===== src/hdl/mrcs_pkg.sv =====
// Shared types and constants of the Modbus RTU coil slave.
// Used by every module of the block; depends on nothing.
package mrcs_pkg;

  localparam int unsigned FRAME_DEPTH = 256;
  localparam int unsigned LEN_W       = $clog2(FRAME_DEPTH + 1);
  localparam int unsigned HEAD_N      = 6;
  localparam int unsigned CFG_IDX_W   = 1;
  localparam int unsigned CFG_DATA_W  = 16;
  localparam int unsigned MSG_N_W     = 3;

  localparam logic [15:0] CRC_POLY = 16'hA001;
  localparam logic [15:0] CRC_INIT = 16'hFFFF;

  localparam logic [7:0] FN_READ       = 8'h03;
  localparam logic [7:0] FN_WRITE_COIL = 8'h05;
  localparam logic [7:0] FN_EXC_FLAG   = 8'h80;
  localparam logic [7:0] READ_COUNT    = 8'h02;
  localparam logic [7:0] EXC_ILLEGAL   = 8'h01;
  localparam logic [7:0] COIL_ON_HI    = 8'hFF;
  localparam logic [7:0] BYTE_ZERO     = 8'h00;

  localparam logic OP_BYTE = 1'b0;
  localparam logic OP_TICK = 1'b1;

  localparam logic [CFG_IDX_W-1:0] REG_SLAVE_ADDR = 1'd0;
  localparam logic [CFG_IDX_W-1:0] REG_SILENCE    = 1'd1;

  typedef struct packed {
    logic        operation;
    logic [7:0]  rx_data;
    logic [15:0] register_value;
  } in_t;

  typedef struct packed {
    logic [7:0] tx_byte;
    logic       tx_last;
    logic       coil0_on;
    logic       coil1_on;
  } out_t;

  typedef logic [HEAD_N-1:0][7:0] msg_t;

  typedef struct packed {
    logic       clr;
    logic       start;
    logic [7:0] data;
  } crc_req_t;

  typedef struct packed {
    logic        busy;
    logic [15:0] crc;
  } crc_rsp_t;

endpackage


===== src/hdl/mrcs_crc.sv =====
// Bit-serial CRC-16 engine, reflected polynomial, one shift per cycle.
// Depends on mrcs_pkg for the request and response structs.
module mrcs_crc (
  input  logic              clk_i,
  input  logic              rst_ni,
  input  mrcs_pkg::crc_req_t req_i,
  output mrcs_pkg::crc_rsp_t rsp_o
);
  import mrcs_pkg::*;

  logic [15:0] crc_q, crc_d;
  logic [3:0]  cnt_q, cnt_d;

  always_comb begin
    crc_d = crc_q;
    cnt_d = cnt_q;
    if (req_i.clr) begin
      crc_d = CRC_INIT;
      cnt_d = 4'd0;
    end else if (req_i.start) begin
      crc_d = crc_q ^ {8'h00, req_i.data};
      cnt_d = 4'd8;
    end else if (cnt_q != 4'd0) begin
      crc_d = crc_q[0] ? ((crc_q >> 1) ^ CRC_POLY) : (crc_q >> 1);
      cnt_d = cnt_q - 4'd1;
    end
  end

  always_ff @(posedge clk_i or negedge rst_ni) begin
    if (!rst_ni) begin
      crc_q <= CRC_INIT;
      cnt_q <= 4'd0;
    end else begin
      crc_q <= crc_d;
      cnt_q <= cnt_d;
    end
  end

  assign rsp_o.busy = (cnt_q != 4'd0);
  assign rsp_o.crc  = crc_q;

endmodule


===== src/hdl/mrcs_tx.sv =====
// Response sequencer: shifts the message out a byte at a time, feeds each
// byte to the shared CRC engine and appends the CRC. Depends on mrcs_pkg.
module mrcs_tx (
  input  logic                        clk_i,
  input  logic                        rst_ni,
  input  logic                        load_i,
  input  mrcs_pkg::msg_t              msg_i,
  input  logic [mrcs_pkg::MSG_N_W-1:0] len_i,
  input  logic [1:0]                  coil_i,
  output logic                        busy_o,
  output mrcs_pkg::crc_req_t          crc_req_o,
  input  mrcs_pkg::crc_rsp_t          crc_rsp_i,
  output logic                        out_valid_o,
  input  logic                        out_stall_i,
  output mrcs_pkg::out_t              out_data_o
);
  import mrcs_pkg::*;

  localparam logic [1:0] S_IDLE = 2'd0;
  localparam logic [1:0] S_MSG  = 2'd1;
  localparam logic [1:0] S_CRCH = 2'd2;

  logic [1:0]         state_q, state_d;
  msg_t               msg_q, msg_d;
  logic [MSG_N_W-1:0] rem_q, rem_d;
  logic               valid_q, valid_d;
  out_t               data_q, data_d;
  logic               free;

  assign free = !valid_q || !out_stall_i;

  always_comb begin
    state_d   = state_q;
    msg_d     = msg_q;
    rem_d     = rem_q;
    valid_d   = valid_q && out_stall_i;
    data_d    = data_q;
    crc_req_o = '0;
    unique case (state_q)
      S_IDLE: begin
        if (load_i) begin
          msg_d   = msg_i;
          rem_d   = len_i;
          state_d = S_MSG;
        end
      end
      S_MSG: begin
        if (free && !crc_rsp_i.busy) begin
          valid_d = 1'b1;
          if (rem_q != '0) begin
            data_d          = '{tx_byte: msg_q[0], tx_last: 1'b0,
                                coil0_on: coil_i[0], coil1_on: coil_i[1]};
            crc_req_o.start = 1'b1;
            crc_req_o.data  = msg_q[0];
            msg_d           = {8'h00, msg_q[HEAD_N-1:1]};
            rem_d           = rem_q - MSG_N_W'(1);
          end else begin
            data_d  = '{tx_byte: crc_rsp_i.crc[7:0], tx_last: 1'b0,
                        coil0_on: coil_i[0], coil1_on: coil_i[1]};
            state_d = S_CRCH;
          end
        end
      end
      S_CRCH: begin
        if (free) begin
          valid_d       = 1'b1;
          data_d        = '{tx_byte: crc_rsp_i.crc[15:8], tx_last: 1'b1,
                            coil0_on: coil_i[0], coil1_on: coil_i[1]};
          crc_req_o.clr = 1'b1;
          state_d       = S_IDLE;
        end
      end
      default: state_d = S_IDLE;
    endcase
  end

  always_ff @(posedge clk_i or negedge rst_ni) begin
    if (!rst_ni) begin
      state_q <= S_IDLE;
      rem_q   <= '0;
      valid_q <= 1'b0;
    end else begin
      state_q <= state_d;
      rem_q   <= rem_d;
      valid_q <= valid_d;
    end
  end

  always_ff @(posedge clk_i) begin
    msg_q  <= msg_d;
    data_q <= data_d;
  end

  assign busy_o      = (state_q != S_IDLE);
  assign out_valid_o = valid_q;
  assign out_data_o  = data_q;

endmodule


===== src/hdl/modbus_rtu_coil_slave.sv =====
// Top level of the Modbus RTU coil slave: frame capture, silence timer,
// frame checks and coil state. Depends on mrcs_pkg, mrcs_crc and mrcs_tx.
//
// The input channel carries one word per received byte or timer tick;
// the output channel carries one word per response byte, with tx_last on
// the final byte and the coil states after the frame was handled.
// Configuration registers are written through cfg_we_i, cfg_idx_i and
// cfg_data_i by the user while the block is idle, which it does not enforce.
// A received byte is accepted when the input is not stalled; from the third
// byte of a frame up to the 256th, the input then stalls while the
// bit-serial CRC engine folds the byte that left the two-byte tail. A
// tick that ends a valid frame starts the response, unless the frame is a
// coil write that fails its field checks: each message byte goes through
// the same CRC engine once it has finished the previous byte, and the two
// CRC words follow, low byte first, for a 5 to 8 word reply. The input
// stays stalled until the last response word is in the output register.
// A stall from the receiver holds the output register and delays the
// rest of the reply. Reset loads the default address 1 and a silence
// limit of 4 ticks, stops the timer, empties the frame and turns both
// coils off.
module modbus_rtu_coil_slave (
  input  logic                             clk_i,
  input  logic                             rst_ni,
  input  logic                             cfg_we_i,
  input  logic [mrcs_pkg::CFG_IDX_W-1:0]   cfg_idx_i,
  input  logic [mrcs_pkg::CFG_DATA_W-1:0]  cfg_data_i,
  input  logic                             in_valid_i,
  output logic                             in_stall_o,
  input  mrcs_pkg::in_t                    in_data_i,
  output logic                             out_valid_o,
  input  logic                             out_stall_i,
  output mrcs_pkg::out_t                   out_data_o
);
  import mrcs_pkg::*;

  logic [7:0]       addr_q;
  logic [15:0]      lim_q;
  logic [7:0]       head_q [HEAD_N];
  logic [7:0]       tail_q [2];
  logic [LEN_W-1:0] len_q;
  logic             ovf_q;
  logic [15:0]      sil_q;
  logic             tmr_q;
  logic [1:0]       coil_q, coil_d;

  crc_req_t crc_req, tx_crc_req;
  crc_rsp_t crc_rsp;
  logic     tx_busy;

  logic        accept, take_byte, take_tick, frame_end, rx_start;
  logic [15:0] sil_inc;
  logic        frame_ok, wr_ok, coil_on, tx_load;
  msg_t        msg;
  logic [MSG_N_W-1:0] msg_len;

  assign in_stall_o = crc_rsp.busy || tx_busy;
  assign accept     = in_valid_i && !in_stall_o;
  assign take_byte  = accept && (in_data_i.operation == OP_BYTE);
  assign take_tick  = accept && (in_data_i.operation == OP_TICK) && tmr_q;
  assign sil_inc    = (sil_q == 16'hFFFF) ? sil_q : sil_q + 16'd1;
  assign frame_end  = take_tick && (sil_inc >= lim_q);
  assign rx_start   = take_byte && (len_q < LEN_W'(FRAME_DEPTH)) && (len_q >= LEN_W'(2));

  assign frame_ok = !ovf_q && (len_q >= LEN_W'(4)) &&
                    ({tail_q[1], tail_q[0]} == crc_rsp.crc) && (head_q[0] == addr_q);
  assign wr_ok    = (len_q >= LEN_W'(8)) && (head_q[2] == BYTE_ZERO) &&
                    (head_q[3] <= 8'd1) && (head_q[5] == BYTE_ZERO) &&
                    ((head_q[4] == COIL_ON_HI) || (head_q[4] == BYTE_ZERO));
  assign coil_on  = (head_q[4] == COIL_ON_HI);

  always_comb begin
    msg     = '0;
    msg_len = '0;
    tx_load = 1'b0;
    coil_d  = coil_q;
    msg[0]  = addr_q;
    if (frame_end && frame_ok) begin
      if (head_q[1] == FN_READ) begin
        msg[1]  = FN_READ;
        msg[2]  = READ_COUNT;
        msg[3]  = in_data_i.register_value[15:8];
        msg[4]  = in_data_i.register_value[7:0];
        msg_len = MSG_N_W'(5);
        tx_load = 1'b1;
      end else if (head_q[1] == FN_WRITE_COIL) begin
        if (wr_ok) begin
          coil_d[head_q[3][0]] = coil_on;
          msg[1]  = FN_WRITE_COIL;
          msg[2]  = BYTE_ZERO;
          msg[3]  = head_q[3];
          msg[4]  = head_q[4];
          msg[5]  = BYTE_ZERO;
          msg_len = MSG_N_W'(6);
          tx_load = 1'b1;
        end
      end else begin
        msg[1]  = head_q[1] | FN_EXC_FLAG;
        msg[2]  = EXC_ILLEGAL;
        msg_len = MSG_N_W'(3);
        tx_load = 1'b1;
      end
    end
  end

  always_comb begin
    crc_req.clr   = frame_end || tx_crc_req.clr;
    crc_req.start = rx_start || tx_crc_req.start;
    crc_req.data  = tx_crc_req.start ? tx_crc_req.data : tail_q[0];
  end

  always_ff @(posedge clk_i or negedge rst_ni) begin
    if (!rst_ni) begin
      addr_q <= 8'd1;
      lim_q  <= 16'd4;
      len_q  <= '0;
      ovf_q  <= 1'b0;
      sil_q  <= '0;
      tmr_q  <= 1'b0;
      coil_q <= '0;
    end else begin
      if (cfg_we_i) begin
        if (cfg_idx_i == REG_SLAVE_ADDR) begin
          addr_q <= cfg_data_i[7:0];
        end else if (cfg_idx_i == REG_SILENCE) begin
          lim_q <= cfg_data_i;
        end
      end
      coil_q <= coil_d;
      if (take_byte) begin
        if (len_q >= LEN_W'(FRAME_DEPTH)) begin
          ovf_q <= 1'b1;
        end else begin
          len_q <= len_q + LEN_W'(1);
        end
        sil_q <= '0;
        tmr_q <= 1'b1;
      end else if (frame_end) begin
        len_q <= '0;
        ovf_q <= 1'b0;
        sil_q <= '0;
        tmr_q <= 1'b0;
      end else if (take_tick) begin
        sil_q <= sil_inc;
      end
    end
  end

  always_ff @(posedge clk_i) begin
    if (take_byte && (len_q < LEN_W'(FRAME_DEPTH))) begin
      if (len_q < LEN_W'(HEAD_N)) begin
        head_q[len_q[2:0]] <= in_data_i.rx_data;
      end
      tail_q[0] <= tail_q[1];
      tail_q[1] <= in_data_i.rx_data;
    end
  end

  mrcs_crc u_crc (
    .clk_i  (clk_i),
    .rst_ni (rst_ni),
    .req_i  (crc_req),
    .rsp_o  (crc_rsp)
  );

  mrcs_tx u_tx (
    .clk_i       (clk_i),
    .rst_ni      (rst_ni),
    .load_i      (tx_load),
    .msg_i       (msg),
    .len_i       (msg_len),
    .coil_i      (coil_d),
    .busy_o      (tx_busy),
    .crc_req_o   (tx_crc_req),
    .crc_rsp_i   (crc_rsp),
    .out_valid_o (out_valid_o),
    .out_stall_i (out_stall_i),
    .out_data_o  (out_data_o)
  );

  a_start_idle: assert property (@(posedge clk_i) disable iff (!rst_ni)
    crc_req.start |-> !crc_rsp.busy)
    else $error("CRC engine started while busy");

  a_end_resets: assert property (@(posedge clk_i) disable iff (!rst_ni)
    frame_end |=> (!tmr_q && (len_q == '0) && !ovf_q && (crc_rsp.crc == CRC_INIT)))
    else $error("frame state not cleared after frame end");

  a_no_overlap: assert property (@(posedge clk_i) disable iff (!rst_ni)
    tx_busy |-> !rx_start)
    else $error("received byte folded while response is in progress");

endmodule


===== config.mk =====
export PLATFORM = sky130hd
export DESIGN_NAME = modbus_rtu_coil_slave
export DESIGN_NICKNAME = d
export VERILOG_FILES = /design/src/hdl/mrcs_pkg.sv /design/src/hdl/mrcs_crc.sv /design/src/hdl/mrcs_tx.sv /design/src/hdl/modbus_rtu_coil_slave.sv
export SDC_FILE = /design/constraint.sdc
export NUM_CORES = 1
export LEC_CHECK = 0
export BUFFER_PORTS_ARGS = -buffer_cell sky130_fd_sc_hd__buf_4
export CAP_MARGIN = 20
export CORE_AREA = 4 4 148 150
export DETAILED_ROUTE_END_ITERATION = 7
export DIE_AREA = 0 0 152 154
export PLACE_DENSITY = 0.68
export SLEW_MARGIN = 20
export SYNTH_ARGS = -nofsm -noshare
export SYNTH_HDL_FRONTEND = slang
export SYNTH_SLANG_ARGS = --single-unit

===== constraint.sdc =====
create_clock -name clk_i -period 11 [get_ports clk_i]
set_clock_uncertainty 0.15 [all_clocks]
set_input_delay 2.75 -clock clk_i [delete_from_list [all_inputs] [get_ports clk_i]]
set_output_delay 2.75 -clock clk_i [all_outputs]
set_load 0.1 [all_outputs]

==> flow_results.org, run 1 <==
** Routing
- For this block, the routed nets add up to 19440 µm of wire.
- For this run, the detailed router's first-pass iteration total came to 6.
- The detailed router finished its first iteration with 498 violations.
- DRT antenna net count :: 0
- Vias per std cell :: 5.396
- Number of design rule violations left after detail routing :: 0
- Final routed wire length divided by cell count :: 17.77 µm
- For this block, the via count after detailed routing is 5903.

** Synthesis
- Synthesis produced a netlist with a net count of 819.
- For this run, the number of Yosys warnings is 0.
- By count the netlist is led by edfxtp_1, nand2_1, dfrtp_1.
- The largest total area in the synthesized netlist belongs to edfxtp_1.
- Netlist area before placement :: 9096 µm²
- Post-Synth Simple-Gate Area :: 0.1424
- The share of synthesized area in the top cell type comes to 0.3796.
- Synthesized-area fraction occupied by xor and xnor cells :: 0.04140
- Synth Flop Type :: edfxtp_1
- In the post-synthesis netlist, the biggest area contributors are edfxtp_1, dfrtp_1, dfstp_2, mux2_2, ha_1.
- Synthesized-area fraction occupied by ao, oa, aoi and oai cells :: 0.08721
- Mux share of post-synthesis cell area :: 0.06795
- Share of synthesized area occupied by flip-flops and latches :: 0.5994
- Counting flops and latches in the post-synthesis netlist gives 194.
- After synthesis, the netlist uses 60 different library cells.
- The synthesized design contains 115 enable-type register cells.
- Fraction of registers with async set or reset after synthesis :: 0.4072
- Post-Synth Adder-Cell Area :: 0.03576
- Count leader, synth :: edfxtp_1
- Avg Synthesized Cell Area :: 12.19 µm²
- Dominant combinational cell family by area after synthesis :: simple AND/OR/NAND/NOR gates
- Synthesis produced 746 cells.

** Cells and area
- Multi-input gate area :: 3413 µm²
- Antenna Cells :: 0
- Post-layout net count :: 879
- The sequential cells in the finished layout cover a total of 5453 µm².
- Fill cells in the final layout number 1870.
- The finished cells cover 10420 µm².
- Share of final-layout standard cells stronger than drive strength 1 :: 0.2051
- Layout overhead on the synthesized area :: 14.55%

** Global route
- The initial antenna violation count is 0.
- The total overflow left after global routing is 0.
- The via count of the first global-routing pass was 5795.
- First-pass GRT wire length :: 31420 µm
- Entering global routing, the biggest net connects 56 pins.
- In the global route stage, overall resource usage came out at 0.1705.

** Placement
- Global placement routability congestion :: 0.9062
- Number of port buffers :: 59
- Once detailed placement completed, the half-perimeter wirelength came to 13790 µm.
- Once placement finished, the instance area stood at 9817 µm².

** Floorplan
- The region available for standard cell placement spans 20690 µm².
- For this configuration, the core starts out at a cell density of 0.4396.
- IO Count :: 60
- Width of the die :: 152 µm
- The die covers 23410 µm².
- Die Ht :: 154 µm
- Count of standard-cell rows :: 53

** STA
- Final critical path time including I/O delays and setup :: 5142 ps
- RSZ-0062 raised after global routing :: false
- At the pin with the least slew margin, the transition time is 912.4 ps.
- Setup violations remaining at the end of the flow were counted as 0.
- The final count of hold timing violations is 0.
- In the final timing run, aggregate negative setup slack is 0 ps.
- Post-route clock period utilization :: 0.4674
- Headroom to the max-slew limit came out at 0.3891.
- For this run, the top clock speed supported by timing is 0.1945 GHz.
- The number of pins exceeding their max-slew limit in the final report is 0.

** Clock network
- TritonCTS built the clock tree.
- Number of clock sinks :: 194
- After clock tree synthesis, the setup repair step added 0 buffers.
- Post-CTS repair changed the size of 0 cells.
- No sink is reached through more buffers than the 2 on the longest clock path.
- After clock tree synthesis, the clock-pin slew on the worst setup and hold paths is 80 ps.
- CTS built an H-tree with a depth of 4.
- Number of buffers created by CTS :: 17
- CTS placed an instance of clkbuf_16 at the clock tree root.
- Hold Buf Count CTS :: 0
- The later pin in the worst-skew pair is clocked with a latency of 430 ps.

** Critical path
- The worst setup path is captured at a register.
- Source of the worst register-to-register timing path :: sil_q[3]$_DFFE_PN0P_
- For flop-to-flop paths, the worst setup slack is 5860 ps.
- Counting cells, the worst reg-to-reg path comes to 14.
- Arrival time at the worst endpoint :: 5310 ps
- Critical Path RT :: 11170 ps
- Of all nets on the critical path, the largest fanout is 16.
- Startpoint Class :: register
- Start-to-end type of the worst setup path :: register to register
- Worst reg2reg endpoint :: u_crc.crc_q[3]$_DFFE_PN1P_

** Status
- Outcome :: completed

** Power
- P per Cell Area :: 172.3 nW/µm²
- The design draws 1796 µW.
- IR drop worst, VDD :: 0.09951 mV
- In this run the static leakage power is 0.004169 µW.

** Min path
- Hold Crit Endpoint :: tail_q[0][7]$_DFFE_PP_
- Hold Path Cell Cnt :: 0
- Worst Min Path Start :: tail_q[0][15]$_DFFE_PP_
- The min-delay analysis places its worst path in the category register to register.

** Run
- Max-cap violations in this run came to 0.
worst max-delay path by stage:
stage          cells past startpoint                  from  slack, ps                          to
2_1_floorplan                      6           out_stall_i       5870   u_tx.rem_q[1]$_DFFE_PN0P_
3_3_place_gp                       7           out_stall_i       5830   u_tx.rem_q[1]$_DFFE_PN0P_
3_5_place_dp                      14  sil_q[3]$_DFFE_PN0P_       5800  u_crc.crc_q[3]$_DFFE_PN1P_
4_1_cts                           14  sil_q[3]$_DFFE_PN0P_       5810  u_crc.crc_q[3]$_DFFE_PN1P_
5_1_grt                           14  sil_q[3]$_DFFE_PN0P_       5240  u_crc.crc_q[1]$_DFFE_PN1P_
6_report                          14  sil_q[3]$_DFFE_PN0P_       5860  u_crc.crc_q[3]$_DFFE_PN1P_
placed cells by master (no fill, tap or decap), types with 3 or more instances in the layout:
cell	synthesis	final
inv_8	0	5
o21ai_0	31	31
dfstp_2	18	18
buf_4	1	64
and3_1	6	6
a21o_1	13	13
or3_1	4	4
ha_1	26	26
nor2b_1	12	12
mux2_2	34	34
edfxtp_1	115	115
or4_1	3	3
a21oi_1	30	30
nand2b_1	9	9
xnor2_1	11	11
nor2_1	45	45
a2111oi_0	3	3
nand4_1	18	18
o2bb2ai_1	7	7
clkbuf_16	0	17
dfrtp_1	61	61
nor4_1	16	16
and4_1	3	3
xor2_1	32	32
nand2_1	63	63
o21a_1	6	6
mux2i_1	22	22
and2_1	7	7
a22o_1	14	14
inv_1	35	35
inv_6	0	6
nand3_1	33	33
nor3_1	10	9
routing by layer:
| metal | vias up | GRT usage | routed length [µm] |
|---|---|---|---|
| met5 | - | 0 | 0 |
| met4 | 0 | 0.04966 | 299 |
| met3 | 23 | 0.03377 | 938 |
| met2 | 177 | 0.2707 | 9221 |
| met1 | 2848 | 0.2398 | 8976 |
| li1 | 2855 | - | - |
report_power, final:
| part | switching (µW) | internal [µW] | leakage, µW |
|---|---|---|---|
| logic | 143 | 120 | 0.00188 |
| clock network | 300 | 305 | 0.000281 |
| registers | 75.5 | 852 | 0.00201 |
metrics by stage:
| step | cells | util | setup slack, ps | hold WS [ps] |
|---|---|---|---|---|
| floorplan | 746 | - | 5867 | 297.3 |
| global placement | 1060 | 0.4745 | 5830 | 304.6 |
| detailed placement | 1060 | 0.4745 | 5802 | 304.7 |
| CTS | 1092 | 0.5026 | 5808 | 323.1 |
| global route | 1094 | 0.5036 | 5243 | 328.6 |
| finish | 1094 | 0.5036 | 5858 | 321.4 |
registers in the layout, summed over array words and instances (netlist names):
register and flops:
u_tx.out_valid_o 1, sil_q 16, u_tx.msg_q 40, coil_q 2, len_q 9, u_tx.rem_q 3
addr_q 8, u_crc.crc_q 16, ovf_q 1, u_crc.cnt_q 4, head_q 48, u_tx.state_q 2
tail_q 16, lim_q 16, u_tx.out_data_o 11, tmr_q 1
cells by family after synthesis:
group / Yosys count
buffers and inverters: 60
AO/OA/AOI/OAI: 120
multiplexers: 57
XOR/XNOR: 43
flip-flops: 194
AND/OR/NAND/NOR: 246
adder cells (fa/ha/maj): 26
critical path: stages (launching register included):
cell      delay [ps]
dfrtp_1          480
and4_1           310
nand4_1          240
nor4_2           490
nor2_1           270
and3_1           280
xnor2_1          130
ha_1             290
a21o_1           160
a21oi_1          140
o211ai_1          90
a2111o_1         560
and2_0           490
a21oi_2          710
o21ai_0          230
area by class of cell:
class                           instances  area share
Clock inverter                         15     0.01501
Sequential cell                       194      0.5233
Clock buffer                           17     0.04083
Multi-Input combinational cell        492      0.3276
Tap cell                              275     0.03302
Inverter                               35     0.01261
Timing Repair Buffer                   66     0.04767
Note: power is estimated with default switching activity, not from simulation.
==> run 2, diff against run 1 <==
--- a/config.mk
+++ b/config.mk
@@ -10,7 +10,7 @@
 export CORE_AREA = 4 4 148 150
 export DETAILED_ROUTE_END_ITERATION = 7
 export DIE_AREA = 0 0 152 154
-export PLACE_DENSITY = 0.68
+export PLACE_DENSITY = 0.71
 export SLEW_MARGIN = 20
 export SYNTH_ARGS = -nofsm -noshare
 export SYNTH_HDL_FRONTEND = slang
==> constraint.sdc (replaced) <==
create_clock -name clk_i -period 4.4 [get_ports clk_i]
set_clock_uncertainty 0.15 [all_clocks]
set_input_delay 1.1 -clock clk_i [delete_from_list [all_inputs] [get_ports clk_i]]
set_output_delay 1.1 -clock clk_i [all_outputs]
set_load 0.1 [all_outputs]
==> run 2 against run 1 <==
Effect of this change:
- clock-buffer cell count stayed put
- hold slack hardly changed
- power grew to 2.6 times the previous value
- sequential power is 150% higher
- sequential cell count stayed put
- first-iteration DRC count is 19% lower
- largest power group unchanged
- combinational power grew to 2.6 times the previous value
- die area stayed put
==> flow_results.org, run 2 (synthesized netlist as in run 1, its figures left out) <==
** Status
- The flow ran to the end, and the final reports show no timing, DRC or antenna violations.

** Power
- The post-layout total power was 4635 µW (+160%).
- Clk network pwr share :: 0.351 (+0.014)
- The share of total power in combinational logic is 0.150 (+0.004).
- P per Cell Area :: 430.8 nW/µm² (+150%)
- IR drop worst, VDD :: 0.2901 mV (+190%)
- The leakage power of the design came to 0.004332 µW (+3.9%).
- Seq pwr share :: 0.499 (-0.018)
- Internal power summed over all cells :: 3364 µW (+160%)
- The switching portion of total power came to 0.2742 (-0.01445).
- Switching power :: 1271 µW (+150%)

** Floorplan
- The area of the die is 23410 µm² (unchanged).
- The overall die width was 152 µm (unchanged).
- The die span in y came to 154 µm (unchanged).
- The floorplan core area came to 20690 µm² (unchanged).
- The number of rows created at floorplan is 53 (unchanged).
- The initial core utilization was 0.4396 (unchanged).
- IO Count :: 60 (unchanged)

** Clock network
- H-tree lvl count :: 4 (unchanged)
- Clock slew at reported path FFs :: 70 ps (about the same)
- Cell at the root of the clock tree :: clkbuf_16
- The hold-fix buffer count after cts was 0 (unchanged).
- Clock latency at the later pin of the worst-skew pair :: 440 ps (about the same)
- The total CTS buffers is 17 (unchanged).
- The maximum buffer depth of the clock tree was 2 (unchanged).
- Number of clock sinks :: 194 (unchanged)
- TritonCTS built the clock tree.

** STA
- The total negative slack for setup checks was 0 ps (unchanged).
- Final hold vios :: 0 (unchanged)
- Pin slew with the least headroom to its limit :: 958.9 ps (+46.51 ps)
- Max transition margin :: 0.3594 (-0.02965)
- The part of the cycle the worst path needs came to 0.9694 (+0.5019).
- The highest clock frequency the design can meet came to 0.2345 GHz (+21%).
- The final critical path time including I/O delays and setup was 4265 ps (-876.4 ps).
- The number of pins exceeding their max-slew limit in the final report is 0 (unchanged).
- Count of final setup violators :: 0 (unchanged)

** Critical path
- CP endpoint :: u_tx.rem_q[1]$_DFFE_PN0P_
- The most critical setup path has its startpoint at sil_q[5]$_DFFE_PN0P_.
- Maximum fanout along the worst path :: 9 (-7)
- The setup slack on the worst flop-to-flop path is 130 ps (-5720 ps).
- Arrival time at the worst endpoint :: 4440 ps (-870 ps)
- The worst setup path is captured at a register.
- The slowest stage of the critical path is the a2111o_1 cell.
- Cell depth of the worst flop-to-flop path :: 19 (+5)
- Start-to-end type of the worst setup path :: register to register
- Cell breakdown of the critical path :: and4_4 -> nand4_1 -> buf_4 -> nor4_4 -> buf_4 -> nor2_4 -> and3_1 -> xnor2_1 -> ha_1 -> a21o_1 -> a21oi_1 -> o211ai_1 -> a2111o_1 -> buf_4 -> nand4_1 -> a22o_1 -> clkinvlp_4 -> buf_4 -> mux2_4
- In this run the critical register-to-register path is captured at u_tx.rem_q[1]$_DFFE_PN0P_.
- Startpoint Class :: register
- The required time reported for the critical path endpoint was 4570 ps (-6600 ps).
- The largest stage delay on the critical path came to 440 ps (-270 ps).
- The worst register-to-register path begins at sil_q[5]$_DFFE_PN0P_.
- Crit-path most repeated cell :: buf_4

** Placement
- Global placement routability congestion :: 0.8724 (-3.7%)
- Number of placed cells counting well taps :: 1072 (+1.1%)
- The number of I/O port buffers was 59 (unchanged).
- The half-perimeter wire length of the detailed placement result is 13510 µm (-2.0%).
- The total cell area at the placement stage was 9953 µm² (+1.4%).

** Cells and area
- The largest registers in the layout are head_q x48, u_tx.msg_q x40.
- Post-layout net count :: 902 (+2.6%)
- The flip-flop count of the largest register, all copies and words added was 48 (unchanged).
- Most common cell after layout, fill and taps aside :: edfxtp_1
- Non-filler instance count after layout :: 1117 (+2.1%)
- In the layout the commonest cells are edfxtp_1, buf_4, nand2_1.
- The share of final-layout standard cells stronger than drive strength 1 came to 0.2328 (+0.02765).
- Compared with the post-synthesis result, the final layout area differs by 18.29%.
- Finished layout cell area :: 10760 µm² (+3.3%)
- Reg with most FFs :: head_q
- The final design utilization was 0.5201 (+0.01645).
- Antenna Cells :: 0 (unchanged)

** Routing
- The remaining antenna violation count is 0 (unchanged).
- Final routed wire length divided by cell count :: 17.70 µm (-0.36%)
- The final routed DRC violation total came to 0 (unchanged).
- Vias post-DR :: 5997 (+1.6%)
- Final wirelength :: 19770 µm (+1.7%)
- Vias per std cell :: 5.369 (-0.50%)
- Length of the first detailed-routing pass in iterations :: 6 (unchanged)
- The violation count after the first detailed-route iteration is 401 (-19%).

** Global route
- The total congestion overflow was 0 (unchanged).
- All-Layer GR Usage :: 0.1687 (-0.001786)
- The initial antenna violation count came to 0 (unchanged).
- The maximum number of pins on one net before global-route repair is 62 (+11%).
- The global-route wire length before repair was 31130 µm (-0.92%).
- Vias in the first global route :: 5780 (-0.26%)

** Run
- Max-cap violations :: 0 (unchanged)

** Min path
- The min-delay analysis places its worst path in the category register to register.
-- run 2: how the worst min path moves through the flow --
stage                                  startpoint                     end  slack [ps]  cells after the start
final                     tail_q[0][10]$_DFFE_PP_  tail_q[0][2]$_DFFE_PP_         320                      0
after global routing      tail_q[0][14]$_DFFE_PP_  tail_q[0][6]$_DFFE_PP_         340                      0
after CTS                 tail_q[0][10]$_DFFE_PP_  tail_q[0][2]$_DFFE_PP_         320                      0
after detailed placement  tail_q[0][10]$_DFFE_PP_  tail_q[0][2]$_DFFE_PP_         310                      0
after global placement    tail_q[0][10]$_DFFE_PP_  tail_q[0][2]$_DFFE_PP_         300                      0
after floorplan            tail_q[0][8]$_DFFE_PP_  tail_q[0][0]$_DFFE_PP_         300                      0
-- run 2: power by group through the flow --
stage | Sequential, µW | Combinational, µW | Clock, µW
4_1_cts | 2310 | 663 | 1650
5_1_grt | 2330 | 791 | 1730
2_1_floorplan | 2270 | 492 | 0
3_3_place_gp | 2340 | 645 | 0
3_5_place_dp | 2350 | 655 | 0
6_report | 2310 | 696 | 1620
-- run 2: layout make-up --
cell class                      instances  area, µm²
Clock buffer                           17      425.4
Clock inverter                         15      197.7
Fill cell                            1785       9930
Inverter                               35      135.1
Multi-Input combinational cell        492       3470
Sequential cell                       194       5453
Tap cell                              275      344.1
Timing Repair Buffer                   89      735.7
-- run 2: worst max-delay path: cells and delay by family, from the launching register on --
family	cells	cell delay [ps]
multiplexers	1	290
flip-flops	1	380
XOR/XNOR	1	130
AND/OR/NAND/NOR	6	980
buffers and inverters	5	820
adder cells (fa/ha/maj)	1	310
AO/OA/AOI/OAI	5	1090
-- run 2: per-stage QoR --
stage | setup slack, ps | hold slack, ps
finish | 134.8 | 321.6
global route | -67.74 | 342.5
CTS | 56.07 | 324.1
detailed placement | -62.02 | 305.1
global placement | 151.0 | 301.2
floorplan | 11.47 | 297.3
-- run 2: timing repair --
action	CTS	global route
resized for setup	1	9
pin swaps	0	6
setup buffers	0	10
endpoints found under the hold margin	0	0
setup endpoints to repair	15	95
gates cloned	0	3
-- run 2: per-layer routing --
layer  vias up  track usage  part of all wire
li1       2900            -                 -
met4         0      0.07192             0.026
met5         -            0                 0
met2       152       0.2610              0.47
met1      2916       0.2353              0.47
met3        29      0.03040             0.042
==> run 3, diff against run 2 <==
--- a/config.mk
+++ b/config.mk
@@ -7,11 +7,13 @@
 export LEC_CHECK = 0
 export BUFFER_PORTS_ARGS = -buffer_cell sky130_fd_sc_hd__buf_4
 export CAP_MARGIN = 20
-export CORE_AREA = 4 4 148 150
+export CORE_AREA = 4 4 154 156
+export CTS_CLUSTER_DIAMETER = 200
 export DETAILED_ROUTE_END_ITERATION = 7
-export DIE_AREA = 0 0 152 154
-export PLACE_DENSITY = 0.71
+export DIE_AREA = 0 0 158 160
+export PLACE_DENSITY = 0.7
 export SLEW_MARGIN = 20
 export SYNTH_ARGS = -nofsm -noshare
 export SYNTH_HDL_FRONTEND = slang
+export SYNTH_HIERARCHICAL = 1
 export SYNTH_SLANG_ARGS = --single-unit
==> run 3 against run 2 <==
Effect of this change:
- global-route usage increased by 0.37 points
- hold slack improved by 2.6 ps
- synthesized cell count rose by 4.3%
- largest power group unchanged
- combinational power rose by 9.2%
- critical path type unchanged
- first-iteration DRC count rose by 1.2%
==> flow_results.org, run 3 <==
** Status
- The flow ran to the end, and the final reports show no timing, DRC or antenna violations.

** Synthesis
- The biggest area contributor in the post-synthesis netlist is edfxtp_1.
- The average instance area after synthesis came to 12.68 µm² (+4.0%).
- Share of synthesized area occupied by flip-flops and latches :: 0.5770 (-0.02240)
- The number of library cell types mapped by synthesis is 71 (+18%).
- Synth Register Bits :: 202 (+4.1%)
- Number of flops mapped to enable cells by yosys :: 123 (+7.0%)
- The synthesis warning total was 6 (+6).
- Synth Flop Type :: edfxtp_1
- Most used standard cells in the synthesized netlist :: edfxtp_1, mux2_2, nor2_1
- Count leader, synth :: edfxtp_1
- Sorting the synthesized cells by area gives the leading types as edfxtp_1, dfrtp_1, mux2_2, dfstp_2, ha_1.
- Fraction of registers with async set or reset after synthesis :: 0.3911 (-0.01613)
- The gate count after technology mapping came to 778 (+4.3%).
- Area fraction of the dominant cell type after synthesis :: 0.3744 (-0.005261)
- Netlist area before placement :: 9866 µm² (+8.5%)

** STA
- The tightest hold margin is 324.2 ps (+2.581 ps).
- The total negative slack for setup checks came to 0 ps (unchanged).
- Final hold vios :: 0 (unchanged)
- Setup repair after global routing left no endpoint under its margin.
- Max transition margin :: 0.4664 (+0.1070)
- Count of final setup violators :: 0 (unchanged)
- Final slew viol count :: 0 (unchanged)
- Pin slew with the least headroom to its limit :: 793.2 ps (-165.7 ps)
- The highest clock frequency the design can meet came to 0.2381 GHz (+1.6%).
- Post-route clock period utilization :: 0.9544 (-0.01492)
- The final critical path time including I/O delays and setup came to 4200 ps (-65.65 ps).

** Floorplan
- Count of standard-cell rows :: 55 (+3.8%)
- The top-level I/O count is 60 (unchanged).
- Die Ht :: 160 µm (+3.9%)
- Starting utilization of the core area :: 0.4411 (+0.001472)
- The floorplan core area was 22370 µm² (+8.1%).
- The area of the die came to 25280 µm² (+8.0%).
- The overall die width came to 158 µm (+3.9%).

** Routing
- Metal-1 WL :: 9670 µm (+4.8%)
- The violation count after the first detailed-route iteration came to 406 (+1.2%).
- Vias post-DR :: 6310 (+5.2%)
- The routed wire length per instance is 18.38 µm (+3.8%).
- Length of the first detailed-routing pass in iterations :: 5 (-1)
- After detailed routing, no signal wire sits above met4.
- Routed met3 length :: 1031 µm (+24%)
- The remaining antenna violation count was 0 (unchanged).
- The final routed DRC violation total is 0 (unchanged).
- The routed wire length was 21580 µm (+9.1%).
- Vias per std cell :: 5.375 (+0.11%)
- The detailed route wirelength on metal2 is 10390 µm (+13%).

** Clock network
- Clock tree from TritonCTS :: done
- The clock sink total came to 202 (+4.1%).
- Number of buffers on the longest clock path :: 3 (+1)
- The clock transition at the registers of the reported paths came to 60 ps (about the same).
- H-tree lvl count :: 1 (-3)
- Clock latency at the later pin of the worst-skew pair :: 530 ps (+90 ps)
- Number of buffers created by CTS :: 24 (+7)
- Hold Buf Count CTS :: 0 (unchanged)
- Cell at the root of the clock tree :: clkbuf_16

** Cells and area
- The net total in the final layout is 945 (+4.8%).
- Filler cell count :: 1902 (+6.6%)
- The largest registers in the layout are head_q x48, u_tx/msg_q x48.
- Most common cell after layout, fill and taps aside :: edfxtp_1
- The number of cells in the finished layout apart from fillers was 1174 (+5.1%).
- Most frequent cells in the layout :: edfxtp_1, buf_4, mux2_2
- Antenna Cells :: 0 (unchanged)
- Share of final-layout standard cells stronger than drive strength 1 :: 0.2801 (+0.04731)
- Relative to the synthesized area, the layout overhead comes to 17.79%.

** Global route
- The via count of the first global-routing pass came to 6324 (+9.4%).
- All-Layer GR Usage :: 0.1724 (+0.003690)
- The initial antenna violation count was 0 (unchanged).
- The total congestion overflow is 0 (unchanged).
- The maximum number of pins on one net before global-route repair was 80 (+29%).
- The global-route wire length before repair was 34650 µm (+11%).

** Critical path
- Start-to-end type of the worst setup path :: register to register
- The required time reported for the critical path endpoint was 4470 ps (-100 ps).
- Startpoint Class :: register
- The critical path arrival is 4270 ps (-170 ps).
- Maximum fanout along the worst path :: 25 (+16)
- The worst setup path is captured at a register.

** Run
- Max-cap violations :: 0 (unchanged)

** Placement
- The half-perimeter wire length of the detailed placement result was 15110 µm (+12%).
- Number of port buffers :: 59 (unchanged)
- Number of placed cells counting well taps :: 1128 (+5.2%)
- The routability-driven placement congestion ratio came to 0.8242 (-5.5%).

** Power
- Internal power summed over all cells :: 3813 µW (+13%)
- Clk network pwr share :: 0.380 (+0.029)
- Switching power :: 1399 µW (+10%)
- The leakage power of the design is 0.004801 µW (+11%).
- P per Cell Area :: 448.5 nW/µm² (+4.1%)
- The share of total power in combinational logic is 0.146 (-0.004).
- Seq pwr share :: 0.474 (-0.025)
- IR drop worst, VDD :: 0.2976 mV (+2.6%)
- The switching portion of total power came to 0.2685 (-0.005751).

** Min path
- Min-delay worst type :: register to register
==> run 3: cell types whose count changed after synthesis, sizes merged, moves of 10 or more <==
cell	before	now
nand2	63	42
a22oi	0	10
buf	6	17
mux2	35	79
clkbuf	19	9
nand3	34	12
nor2	47	66
and3	6	20
a21oi	31	14
==> run 3: critical path, cell delays in order (launching register included) <==
cell and delay, ps:
dfrtp_1 420, ha_2 220, and4_4 270, nand3_2 130
or3_1 400, nor2_1 100, mux2i_1 100, ha_1 320
nand4_1 120, nor3_2 160, or4b_4 510, nand4_1 130
nand2_2 90, nor2_4 110, a2bb2oi_4 210, nand2_2 130
clkinvlp_4 140, buf_12 180
==> run 3: per-layer routing <==
metal  GRT usage  vias up
met3     0.02520       33
met1      0.2473     3080
met4     0.04265        0
met5           0        -
li1            -     3037
met2      0.2773      160
==> run 3: cells by family after synthesis <==
group	Yosys count	synth area share
AND/OR/NAND/NOR	246	0.1367
flip-flops	202	0.5770
multiplexers	101	0.1133
AO/OA/AOI/OAI	94	0.06925
buffers and inverters	60	0.02739
XOR/XNOR	47	0.04173
adder cells (fa/ha/maj)	27	0.03424
other	1	0.0003801
==> run 3: final cells by class <==
type / instances / area, µm² / share of cell area
flip-flops and latches: 202 / 5695 / 0.4901
multi-input cells: 529 / 3999 / 0.3441
clock buffers: 32 / 670.6 / 0.05771
repair buffers: 80 / 629.4 / 0.05416
well taps: 285 / 356.6 / 0.03068
clock inverters: 12 / 138.9 / 0.01195
inverters: 34 / 131.4 / 0.01130
==> run 3: path summary, 6_finish.rpt <==
check	start	cells after the start	to	slack (ps)
min in group asynchronous	rst_ni	1	lim_q[9]$_DFFE_PN0P_	450
max in group asynchronous	rst_ni	1	sil_q[0]$_DFFE_PN0P_	3110
min reg2reg	tail_q[0][12]$_DFFE_PP_	0	tail_q[0][4]$_DFFE_PP_	320
min	tail_q[0][12]$_DFFE_PP_	0	tail_q[0][4]$_DFFE_PP_	320
max reg2reg	sil_q[1]$_DFFE_PN0P_	17	u_tx/msg_q[19]$_DFFE_PP_	200
max	sil_q[1]$_DFFE_PN0P_	17	u_tx/msg_q[19]$_DFFE_PP_	200
==> run 3: power by group through the flow <==
stage	Combinational, µW	Sequential [µW]	Clock [µW]
3_5_place_dp	757	2500	0
6_report	760	2470	1980
3_3_place_gp	731	2500	0
4_1_cts	759	2470	2030
5_1_grt	862	2500	2120
2_1_floorplan	583	2420	0
==> run 3: timing repair <==
item	in CTS	in global routing
endpoints found under the setup margin	0	56
resized for setup	0	5
setup buffers	0	2
==> run 3: metrics by stage <==
stage	util	total power, µW	setup WS (ps)	instance area, µm²
2_1_floorplan	-	3001	-32.90	9961
3_3_place_gp	0.4818	3228	317.7	10780
3_5_place_dp	0.4818	3260	216.0	10780
4_1_cts	0.5180	5252	185.8	11580
5_1_grt	0.5196	5482	6.912	11620
6_report	0.5196	5212	200.5	11620
